**src/hdl/rtpd_pkg.sv**
```systemverilog
package rtpd_pkg;

    localparam int COUNT_BITS_DEF = 16;

    localparam int BYTE_W   = 8;
    localparam int RUN_W    = 16;
    localparam int STATUS_W = 2;
    localparam int OUT_DATA_W = BYTE_W + RUN_W;

    localparam logic [BYTE_W-1:0] CH_COMMA   = 8'h2C;
    localparam logic [BYTE_W-1:0] CH_QUOTE   = 8'h27;
    localparam logic [BYTE_W-1:0] CH_NEWLINE = 8'h0A;
    localparam logic [BYTE_W-1:0] CH_SPACE   = 8'h20;
    localparam logic [BYTE_W-1:0] CH_TAB     = 8'h09;
    localparam logic [BYTE_W-1:0] CH_CR      = 8'h0D;
    localparam logic [BYTE_W-1:0] CH_VT      = 8'h0B;
    localparam logic [BYTE_W-1:0] CH_FF      = 8'h0C;
    localparam logic [BYTE_W-1:0] CH_ZERO    = 8'h30;
    localparam logic [BYTE_W-1:0] CH_NINE    = 8'h39;

    localparam logic [2:0] SYM_TOKEN_LEN = 3'd3;
    localparam logic [2:0] LEN_CAP       = 3'd4;

    typedef logic [STATUS_W-1:0] t_status;

    localparam t_status ST_OK        = 2'd0;
    localparam t_status ST_ZERO_CNT  = 2'd1;
    localparam t_status ST_BAD_SYM   = 2'd2;

    typedef struct packed {
        logic                emit;
        logic [BYTE_W-1:0]   symbol;
        logic [RUN_W-1:0]    run_length;
        t_status             status;
    } t_result;

endpackage

```
**src/hdl/rtpd_parse.sv**
```systemverilog
module rtpd_parse #(
    parameter int COUNT_BITS = rtpd_pkg::COUNT_BITS_DEF
) (
    input  logic                      i_clk,
    input  logic                      i_rst_n,
    input  logic                      i_go,
    input  logic [rtpd_pkg::BYTE_W-1:0] i_byte,
    input  logic                      i_last,
    output rtpd_pkg::t_result         o_res
);
    import rtpd_pkg::*;

    logic                  r_phase, n_phase;
    logic [COUNT_BITS-1:0] r_accum, n_accum;
    logic                  r_started, n_started;
    logic                  r_ended, n_ended;
    logic [COUNT_BITS-1:0] r_held, n_held;
    logic [2:0]            r_len, n_len;
    logic [BYTE_W-1:0]     r_first, n_first;
    logic [BYTE_W-1:0]     r_middle, n_middle;
    logic [BYTE_W-1:0]     r_third, n_third;
    logic                  r_halted, n_halted;

    logic                  is_comma;
    logic                  is_nl;
    logic                  is_blank;
    logic                  is_digit;
    logic [COUNT_BITS+3:0] acc_ext;
    logic [COUNT_BITS+3:0] acc_mul;
    logic [COUNT_BITS-1:0] acc_sat;
    logic [COUNT_BITS+RUN_W-1:0] held_ext;
    logic [RUN_W-1:0]      run_sat;

    assign is_comma = (i_byte == CH_COMMA);
    assign is_nl    = (i_byte == CH_NEWLINE);
    assign is_blank = (i_byte == CH_SPACE) || (i_byte == CH_TAB) || (i_byte == CH_CR)
                   || (i_byte == CH_VT) || (i_byte == CH_FF);
    assign is_digit = (i_byte >= CH_ZERO) && (i_byte <= CH_NINE);

    assign acc_ext = {4'b0, r_accum};
    assign acc_mul = (acc_ext << 3) + (acc_ext << 1)
                   + {{COUNT_BITS{1'b0}}, i_byte[3:0]};
    assign acc_sat = (acc_mul[COUNT_BITS+3:COUNT_BITS] != 4'b0) ? '1
                                                                 : acc_mul[COUNT_BITS-1:0];

    assign held_ext = {{RUN_W{1'b0}}, r_held};
    assign run_sat  = (held_ext > {{COUNT_BITS{1'b0}}, {RUN_W{1'b1}}}) ? '1
                                                                      : held_ext[RUN_W-1:0];

    always_comb begin
        n_phase   = r_phase;
        n_accum   = r_accum;
        n_started = r_started;
        n_ended   = r_ended;
        n_held    = r_held;
        n_len     = r_len;
        n_first   = r_first;
        n_middle  = r_middle;
        n_third   = r_third;
        n_halted  = r_halted;
        o_res     = '0;

        if (!r_halted) begin
            if (!is_comma && !is_nl) begin
                if (!r_phase) begin
                    if (!r_ended && !(!r_started && is_blank)) begin
                        n_started = 1'b1;
                        if (is_digit) begin
                            n_accum = acc_sat;
                        end else begin
                            n_ended = 1'b1;
                        end
                    end
                end else begin
                    case (r_len)
                        3'd0:    n_first  = i_byte;
                        3'd1:    n_middle = i_byte;
                        3'd2:    n_third  = i_byte;
                        default: ;
                    endcase
                    if (r_len < LEN_CAP) begin
                        n_len = r_len + 3'd1;
                    end
                end
            end

            if (is_comma || i_last) begin
                if (!r_phase) begin
                    if (n_accum == '0) begin
                        n_halted      = 1'b1;
                        o_res.emit    = 1'b1;
                        o_res.status  = ST_ZERO_CNT;
                    end else begin
                        n_held    = n_accum;
                        n_accum   = '0;
                        n_started = 1'b0;
                        n_ended   = 1'b0;
                        n_phase   = 1'b1;
                    end
                end else begin
                    n_phase = 1'b0;
                    if (n_len == SYM_TOKEN_LEN && n_first == CH_QUOTE && n_third == CH_QUOTE) begin
                        o_res.emit       = 1'b1;
                        o_res.status     = ST_OK;
                        o_res.symbol     = n_middle;
                        o_res.run_length = run_sat;
                        n_len    = '0;
                        n_first  = '0;
                        n_middle = '0;
                        n_third  = '0;
                    end else begin
                        n_halted     = 1'b1;
                        o_res.emit   = 1'b1;
                        o_res.status = ST_BAD_SYM;
                    end
                end
            end

            if (i_last && !n_halted) begin
                n_phase   = 1'b0;
                n_accum   = '0;
                n_started = 1'b0;
                n_ended   = 1'b0;
                n_held    = '0;
                n_len     = '0;
                n_first   = '0;
                n_middle  = '0;
                n_third   = '0;
            end
        end
    end

    always_ff @(posedge i_clk) begin
        if (!i_rst_n) begin
            r_phase   <= 1'b0;
            r_accum   <= '0;
            r_started <= 1'b0;
            r_ended   <= 1'b0;
            r_held    <= '0;
            r_len     <= '0;
            r_first   <= '0;
            r_middle  <= '0;
            r_third   <= '0;
            r_halted  <= 1'b0;
        end else if (i_go) begin
            r_phase   <= n_phase;
            r_accum   <= n_accum;
            r_started <= n_started;
            r_ended   <= n_ended;
            r_held    <= n_held;
            r_len     <= n_len;
            r_first   <= n_first;
            r_middle  <= n_middle;
            r_third   <= n_third;
            r_halted  <= n_halted;
        end
    end

endmodule

```
**src/hdl/rle_text_pair_decoder_top.sv**
```systemverilog
// Path: the input transfer that completes a pair is held in the input register, and its result
// then passes to the result register. Throughput: one input byte per cycle; bytes that yield
// no result keep moving, but one that does stalls while an earlier result waits on i_m_tready.
// Reset: i_rst_n is synchronous, active low; it clears the parser state, the error
// halt and both valid flags.
module rle_text_pair_decoder_top #(
    parameter int COUNT_BITS = rtpd_pkg::COUNT_BITS_DEF
) (
    input  logic                            i_clk,
    input  logic                            i_rst_n,
    input  logic                            i_s_tvalid,
    output logic                            o_s_tready,
    input  logic [7:0]                      i_s_tdata,  // [7:0] byte_req
    input  logic                            i_s_tlast,
    output logic                            o_m_tvalid,
    input  logic                            i_m_tready,
    output logic [rtpd_pkg::OUT_DATA_W-1:0] o_m_tdata,  // [7:0] symbol, [23:8] run_length
    output logic [rtpd_pkg::STATUS_W-1:0]   o_m_tuser   // [1:0] status
);
    import rtpd_pkg::*;

    logic              r_in_valid;
    logic [BYTE_W-1:0] r_in_byte;
    logic              r_in_last;
    logic              r_out_valid;
    t_result           r_out;
    t_result           step_res;
    logic              go;

    assign go         = r_in_valid && (!step_res.emit || !r_out_valid || i_m_tready);
    assign o_s_tready = !r_in_valid || go;

    rtpd_parse #(
        .COUNT_BITS (COUNT_BITS)
    ) u_parse (
        .i_clk   (i_clk),
        .i_rst_n (i_rst_n),
        .i_go    (go),
        .i_byte  (r_in_byte),
        .i_last  (r_in_last),
        .o_res   (step_res)
    );

    always_ff @(posedge i_clk) begin
        if (!i_rst_n) begin
            r_in_valid <= 1'b0;
        end else if (o_s_tready) begin
            r_in_valid <= i_s_tvalid;
        end
    end

    always_ff @(posedge i_clk) begin
        if (o_s_tready && i_s_tvalid) begin
            r_in_byte <= i_s_tdata;
            r_in_last <= i_s_tlast;
        end
    end

    always_ff @(posedge i_clk) begin
        if (!i_rst_n) begin
            r_out_valid <= 1'b0;
        end else if (go && step_res.emit) begin
            r_out_valid <= 1'b1;
        end else if (i_m_tready) begin
            r_out_valid <= 1'b0;
        end
    end

    always_ff @(posedge i_clk) begin
        if (go && step_res.emit) begin
            r_out <= step_res;
        end
    end

    assign o_m_tvalid = r_out_valid;
    assign o_m_tdata  = {r_out.run_length, r_out.symbol};
    assign o_m_tuser  = r_out.status;

endmodule

```
**config.mk**
```make
export PLATFORM = sky130hd
export DESIGN_NAME = rle_text_pair_decoder_top
export DESIGN_NICKNAME = d
export VERILOG_FILES = /design/src/hdl/rtpd_pkg.sv /design/src/hdl/rtpd_parse.sv /design/src/hdl/rle_text_pair_decoder_top.sv
export SDC_FILE = /design/constraint.sdc
export NUM_CORES = 1
export LEC_CHECK = 0
export ABC_AREA = 1
export BUFFER_PORTS_ARGS = -buffer_cell sky130_fd_sc_hd__buf_2
export CAP_MARGIN = 25
export CORE_ASPECT_RATIO = 1.4
export CORE_UTILIZATION = 65
export CTS_BUF_LIST = sky130_fd_sc_hd__clkbuf_2 sky130_fd_sc_hd__clkbuf_4 sky130_fd_sc_hd__clkbuf_8
export DETAILED_ROUTE_END_ITERATION = 10
export HOLD_SLACK_MARGIN = 0.15
export PLACE_DENSITY = 0.83
export RECOVER_POWER = 100
export SYNTH_ARGS = -nofsm -noshare
export SYNTH_HDL_FRONTEND = slang
export SYNTH_SLANG_ARGS = --single-unit
export TNS_END_PERCENT = 1
```
**constraint.sdc**
```tcl
create_clock -name i_clk -period 7.4 [get_ports i_clk]
set_input_delay 1.11 -clock i_clk [delete_from_list [all_inputs] [get_ports i_clk]]
set_output_delay 1.11 -clock i_clk [all_outputs]
set_load 0.005 [all_outputs]
```
==> metrics.txt <==
# TYPE chip_impl_metric gauge
chip_impl_info{name="status",value="completed"} 1
chip_impl_metric{name="utilization",unit=""} 0.717
chip_impl_metric{name="cts_hold_buffers",unit=""} 0
chip_impl_info{name="grt_setup_unrepaired",value="no"} 1
chip_impl_metric{name="wl_met3",unit="µm"} 767
chip_impl_info{name="crit_chain",value="inv_1, fa_1, fa_1, inv_1, nand2_1, nand2_1, nand3_1, nand2_1, nand2_1, nand2_1, nand2_1, nand2_1, nand2_2, nor2_1, nand3_1, nand2_1, nand2_1, nor2_1, nand2_2, o21ai_0, nand3_1, buf_2"} 1
chip_impl_metric{name="routedLengthMet1",unit="µm"} 6250
chip_impl_metric{name="totalWireLength",unit="µm"} 16700
chip_impl_metric{name="htree_num_levels",unit=""} 3
chip_impl_metric{name="ys_seq_area_frac",unit=""} 0.362
chip_impl_metric{name="report.final.hold_viol_count",unit=""} 0
chip_impl_metric{name="layoutNonFillerInstCount",unit=""} 1079
chip_impl_metric{name="power.total",unit="mW"} 1.25
chip_impl_metric{name="maxCapViolations",unit=""} 0
chip_impl_metric{name="critPathMaxStageDelay",unit="ps"} 710
chip_impl_metric{name="worst_ep_arrival_time",unit="ps"} 4840
chip_impl_metric{name="cts_resized",unit=""} 0
chip_impl_metric{name="vias_per_cell",unit=""} 5.76
chip_impl_metric{name="globalplace.congestion",unit=""} 0.915
chip_impl_metric{name="wire_length_of_the_first_global_routing_pass",unit="µm"} 27600
chip_impl_info{name="cp_common_cell",value="nand2_1"} 1
chip_impl_metric{name="io-pin-count",unit=""} 41
chip_impl_metric{name="layout.nets",unit=""} 992
chip_impl_metric{name="grt_antenna_before_repair",unit=""} 0
chip_impl_info{name="post_synth_most_frequent_cells",value="nand2_1, nor2_1, inv_1"} 1
chip_impl_metric{name="clock_latency",unit="ps"} 390
chip_impl_metric{name="fp-row-count",unit=""} 42
chip_impl_metric{name="ys_seq_elements",unit=""} 100
chip_impl_metric{name="area_growth_syn_to_layout",unit="%"} 5.49
chip_impl_metric{name="drtPass1Iterations",unit=""} 5
chip_impl_metric{name="layout.filler_cells",unit=""} 868
chip_impl_info{name="synthDominantAreaCellType",value="dfxtp_1"} 1
chip_impl_metric{name="design.core.area",unit="µm²"} 9560
chip_impl_metric{name="drcViolationCount",unit=""} 0
chip_impl_metric{name="worst_slew_pin_slew",unit="ps"} 998
chip_impl_metric{name="grt_usage",unit=""} 0.337
chip_impl_metric{name="overflow",unit=""} 0
chip_impl_metric{name="dr.first_iter.drc_count",unit=""} 402
chip_impl_metric{name="met2RoutedLength",unit="µm"} 8670
chip_impl_metric{name="cts-root-to-sink-buffers",unit=""} 2
chip_impl_metric{name="cts.repair_timing.setup_buffer_count",unit=""} 0
chip_impl_metric{name="total_leakage_power",unit="nW"} 3.27
chip_impl_metric{name="synth_enable_flop_cells",unit=""} 35
chip_impl_metric{name="synth_top_area_frac",unit=""} 0.200
chip_impl_metric{name="clock_skew",unit="ps"} 15.4
chip_impl_metric{name="dp.cells",unit=""} 1062
chip_impl_metric{name="slew_headroom",unit=""} 0.334
chip_impl_info{name="slowest_stage",value="nor2_1"} 1
chip_impl_metric{name="layout_worst_path_cycle_share",unit=""} 0.804
chip_impl_metric{name="cts_made_buffers",unit=""} 9
chip_impl_metric{name="ys_async_sr_fraction",unit=""} 0
chip_impl_metric{name="post-dp-hpwl",unit="µm"} 11800
chip_impl_metric{name="seqCellArea",unit="µm²"} 2350
chip_impl_metric{name="wl_per_cell",unit="µm"} 15.5
chip_impl_metric{name="powerDensity",unit="nW/µm²"} 182
chip_impl_info{name="root_buffer",value="clkbuf_8"} 1
chip_impl_metric{name="period_needed",unit="ps"} 5950
chip_impl_info{name="hold_crit_path_type",value="reg2reg"} 1
chip_impl_metric{name="maxClockFrequency",unit="MHz"} 168
chip_impl_metric{name="die-height",unit="µm"} 120
chip_impl_info{name="clock_tree_from_tritoncts",value="yes"} 1
chip_impl_metric{name="cts_sinks",unit=""} 100
chip_impl_metric{name="fp.dieArea",unit="µm²"} 10400
chip_impl_info{name="synth_top_cells_by_area",value="dfxtp_1, edfxtp_1, nand2_1"} 1
chip_impl_info{name="start_kind",value="flip-flop"} 1
chip_impl_metric{name="post_synth_instance_area",unit="µm²"} 6500
chip_impl_metric{name="drive_gt1_frac",unit=""} 0.0887
chip_impl_info{name="top_layer_used",value="met4"} 1
chip_impl_metric{name="worst-endpoint-required",unit="ps"} 6290
chip_impl_metric{name="max-vdd-ir-drop",unit="µV"} 203
chip_impl_metric{name="synthesis.yosys.warnings",unit=""} 0
chip_impl_metric{name="multi_input_comb_area",unit="µm²"} 3420
chip_impl_metric{name="timing.final.setup_violations",unit=""} 0
chip_impl_info{name="postSynth.topFlopCell",value="dfxtp_1"} 1
chip_impl_metric{name="cp_max_fo",unit=""} 16
chip_impl_metric{name="insertedDiodeCount",unit=""} 0
chip_impl_metric{name="die_x",unit="µm"} 86.5
chip_impl_metric{name="synth.distinct_cells",unit=""} 40
chip_impl_info{name="synth_most_common_cell",value="nand2_1"} 1
chip_impl_metric{name="ant_nets",unit=""} 0
chip_impl_metric{name="portBuffers",unit=""} 40
chip_impl_metric{name="report.final.slew_viol_count",unit=""} 0
chip_impl_metric{name="initial_utilization",unit=""} 0.680
chip_impl_metric{name="synth_cells",unit=""} 928
chip_impl_info{name="critical_path_class",value="reg2out"} 1
chip_impl_metric{name="mappedNetlistNets",unit=""} 978
chip_impl_metric{name="setup-tns-final",unit="ps"} 0
chip_impl_metric{name="pin_count_of_the_biggest_net_entering_global_routing",unit=""} 47
chip_impl_metric{name="grt_pass1_vias",unit=""} 6058
chip_impl_metric{name="num_vias",unit=""} 6211
chip_impl_metric{name="path_clk_slew",unit="ps"} 100
chip_impl_info{name="timing.critical_path.to_type",value="output pin"} 1
chip_impl_metric{name="syn_area_per_cell",unit="µm²"} 7.01
## per-layer routing
layer  GRT usage  up-vias
li1            -     3036
met1       0.363     2876
met2       0.607      228
met3      0.0410       71
met4       0.226        0
met5           0        -
## final cells by class
| cell class | count | area share |
|---|---|---|
| clock inverter | 7 | 0.0168 |
| inverter | 127 | 0.0699 |
| sequential | 100 | 0.343 |
| multi-input combinational | 662 | 0.499 |
| tap | 132 | 0.0241 |
| timing repair buffer | 42 | 0.0296 |
| clock buffer | 9 | 0.0181 |
## per-stage QoR
| step | hold slack (ps) | cell area (µm²) | setup slack, ps |
|---|---|---|---|
| final | 483 | 6860 | 1450 |
| after global routing | 514 | 6860 | 1030 |
| after CTS | 488 | 6900 | 2340 |
| after detailed placement | 474 | 6660 | 2810 |
| after global placement | 456 | 6660 | 2890 |
| after floorplan | 444 | 6500 | 3260 |
## kinds of logic (layout without fill, tap and decap cells)
| kind of cell | Yosys count | in the layout | synth area share |
|---|---|---|---|
| AO/OA/AOI/OAI | 187 | 187 | 0.160 |
| XOR/XNOR | 11 | 11 | 0.0148 |
| adder cells (fa/ha/maj) | 37 | 37 | 0.0735 |
| buffers and inverters | 166 | 185 | 0.107 |
| flip-flops | 100 | 100 | 0.362 |
| multiplexers | 2 | 2 | 0.00308 |
| AND/OR/NAND/NOR | 425 | 425 | 0.280 |
## worst paths after layout
| path | startpoint | end | slack, ps | depth (start not counted) |
|---|---|---|---|---|
| min reg2reg | u_parse.r_first[4] | u_parse.r_first[4] | 480 | 2 |
| max reg2reg | r_in_byte[3] | u_parse.r_middle[4] | 1700 | 26 |
| min | u_parse.r_first[4] | u_parse.r_first[4] | 480 | 2 |
| max | r_in_byte[3] | o_s_tready | 1450 | 22 |
## layout by cell type (no fill, tap or decap), drive strengths merged
cell type  instances
dfxtp             65
o21ai             86
nor2             134
or2               15
buf               29
o21bai            17
fa                 2
a21o               1
xnor2              3
clkbuf            22
nand4             10
clkinvlp           1
mux2i              2
a31oi             24
clkinv             2
nand3             38
ha                35
and2               1
nor4               2
nand2            210
bufinv             2
xor2               8
nand3b             3
inv              129
nor3              12
edfxtp            35
a21oi             59
## critical path: cells and delay by family (launching register included)
kind                     cells  cell delay (ps)
AO/OA/AOI/OAI                1              410
adder cells (fa/ha/maj)      2              930
AND/OR/NAND/NOR             16             2220
buffers and inverters        3              430
flip-flops                   1              450
## sequential cells by signal, indices dropped and copies added, names as in the netlist, 2 cells and up
| signal | cells |
|---|---|
| u_parse.r_middle | 8 |
| u_parse.r_accum | 16 |
| u_parse.r_len | 3 |
| u_parse.r_third | 8 |
| r_in_byte | 8 |
| o_m_tdata | 24 |
| o_m_tuser | 2 |
| u_parse.r_first | 8 |
| u_parse.r_held | 16 |
## report_power, final
part           total, mW  switching, mW  internal, mW
registers          0.611         0.0225         0.588
clock network      0.409          0.210         0.199
logic              0.226          0.153        0.0730
(Power assumes the default switching activity.)
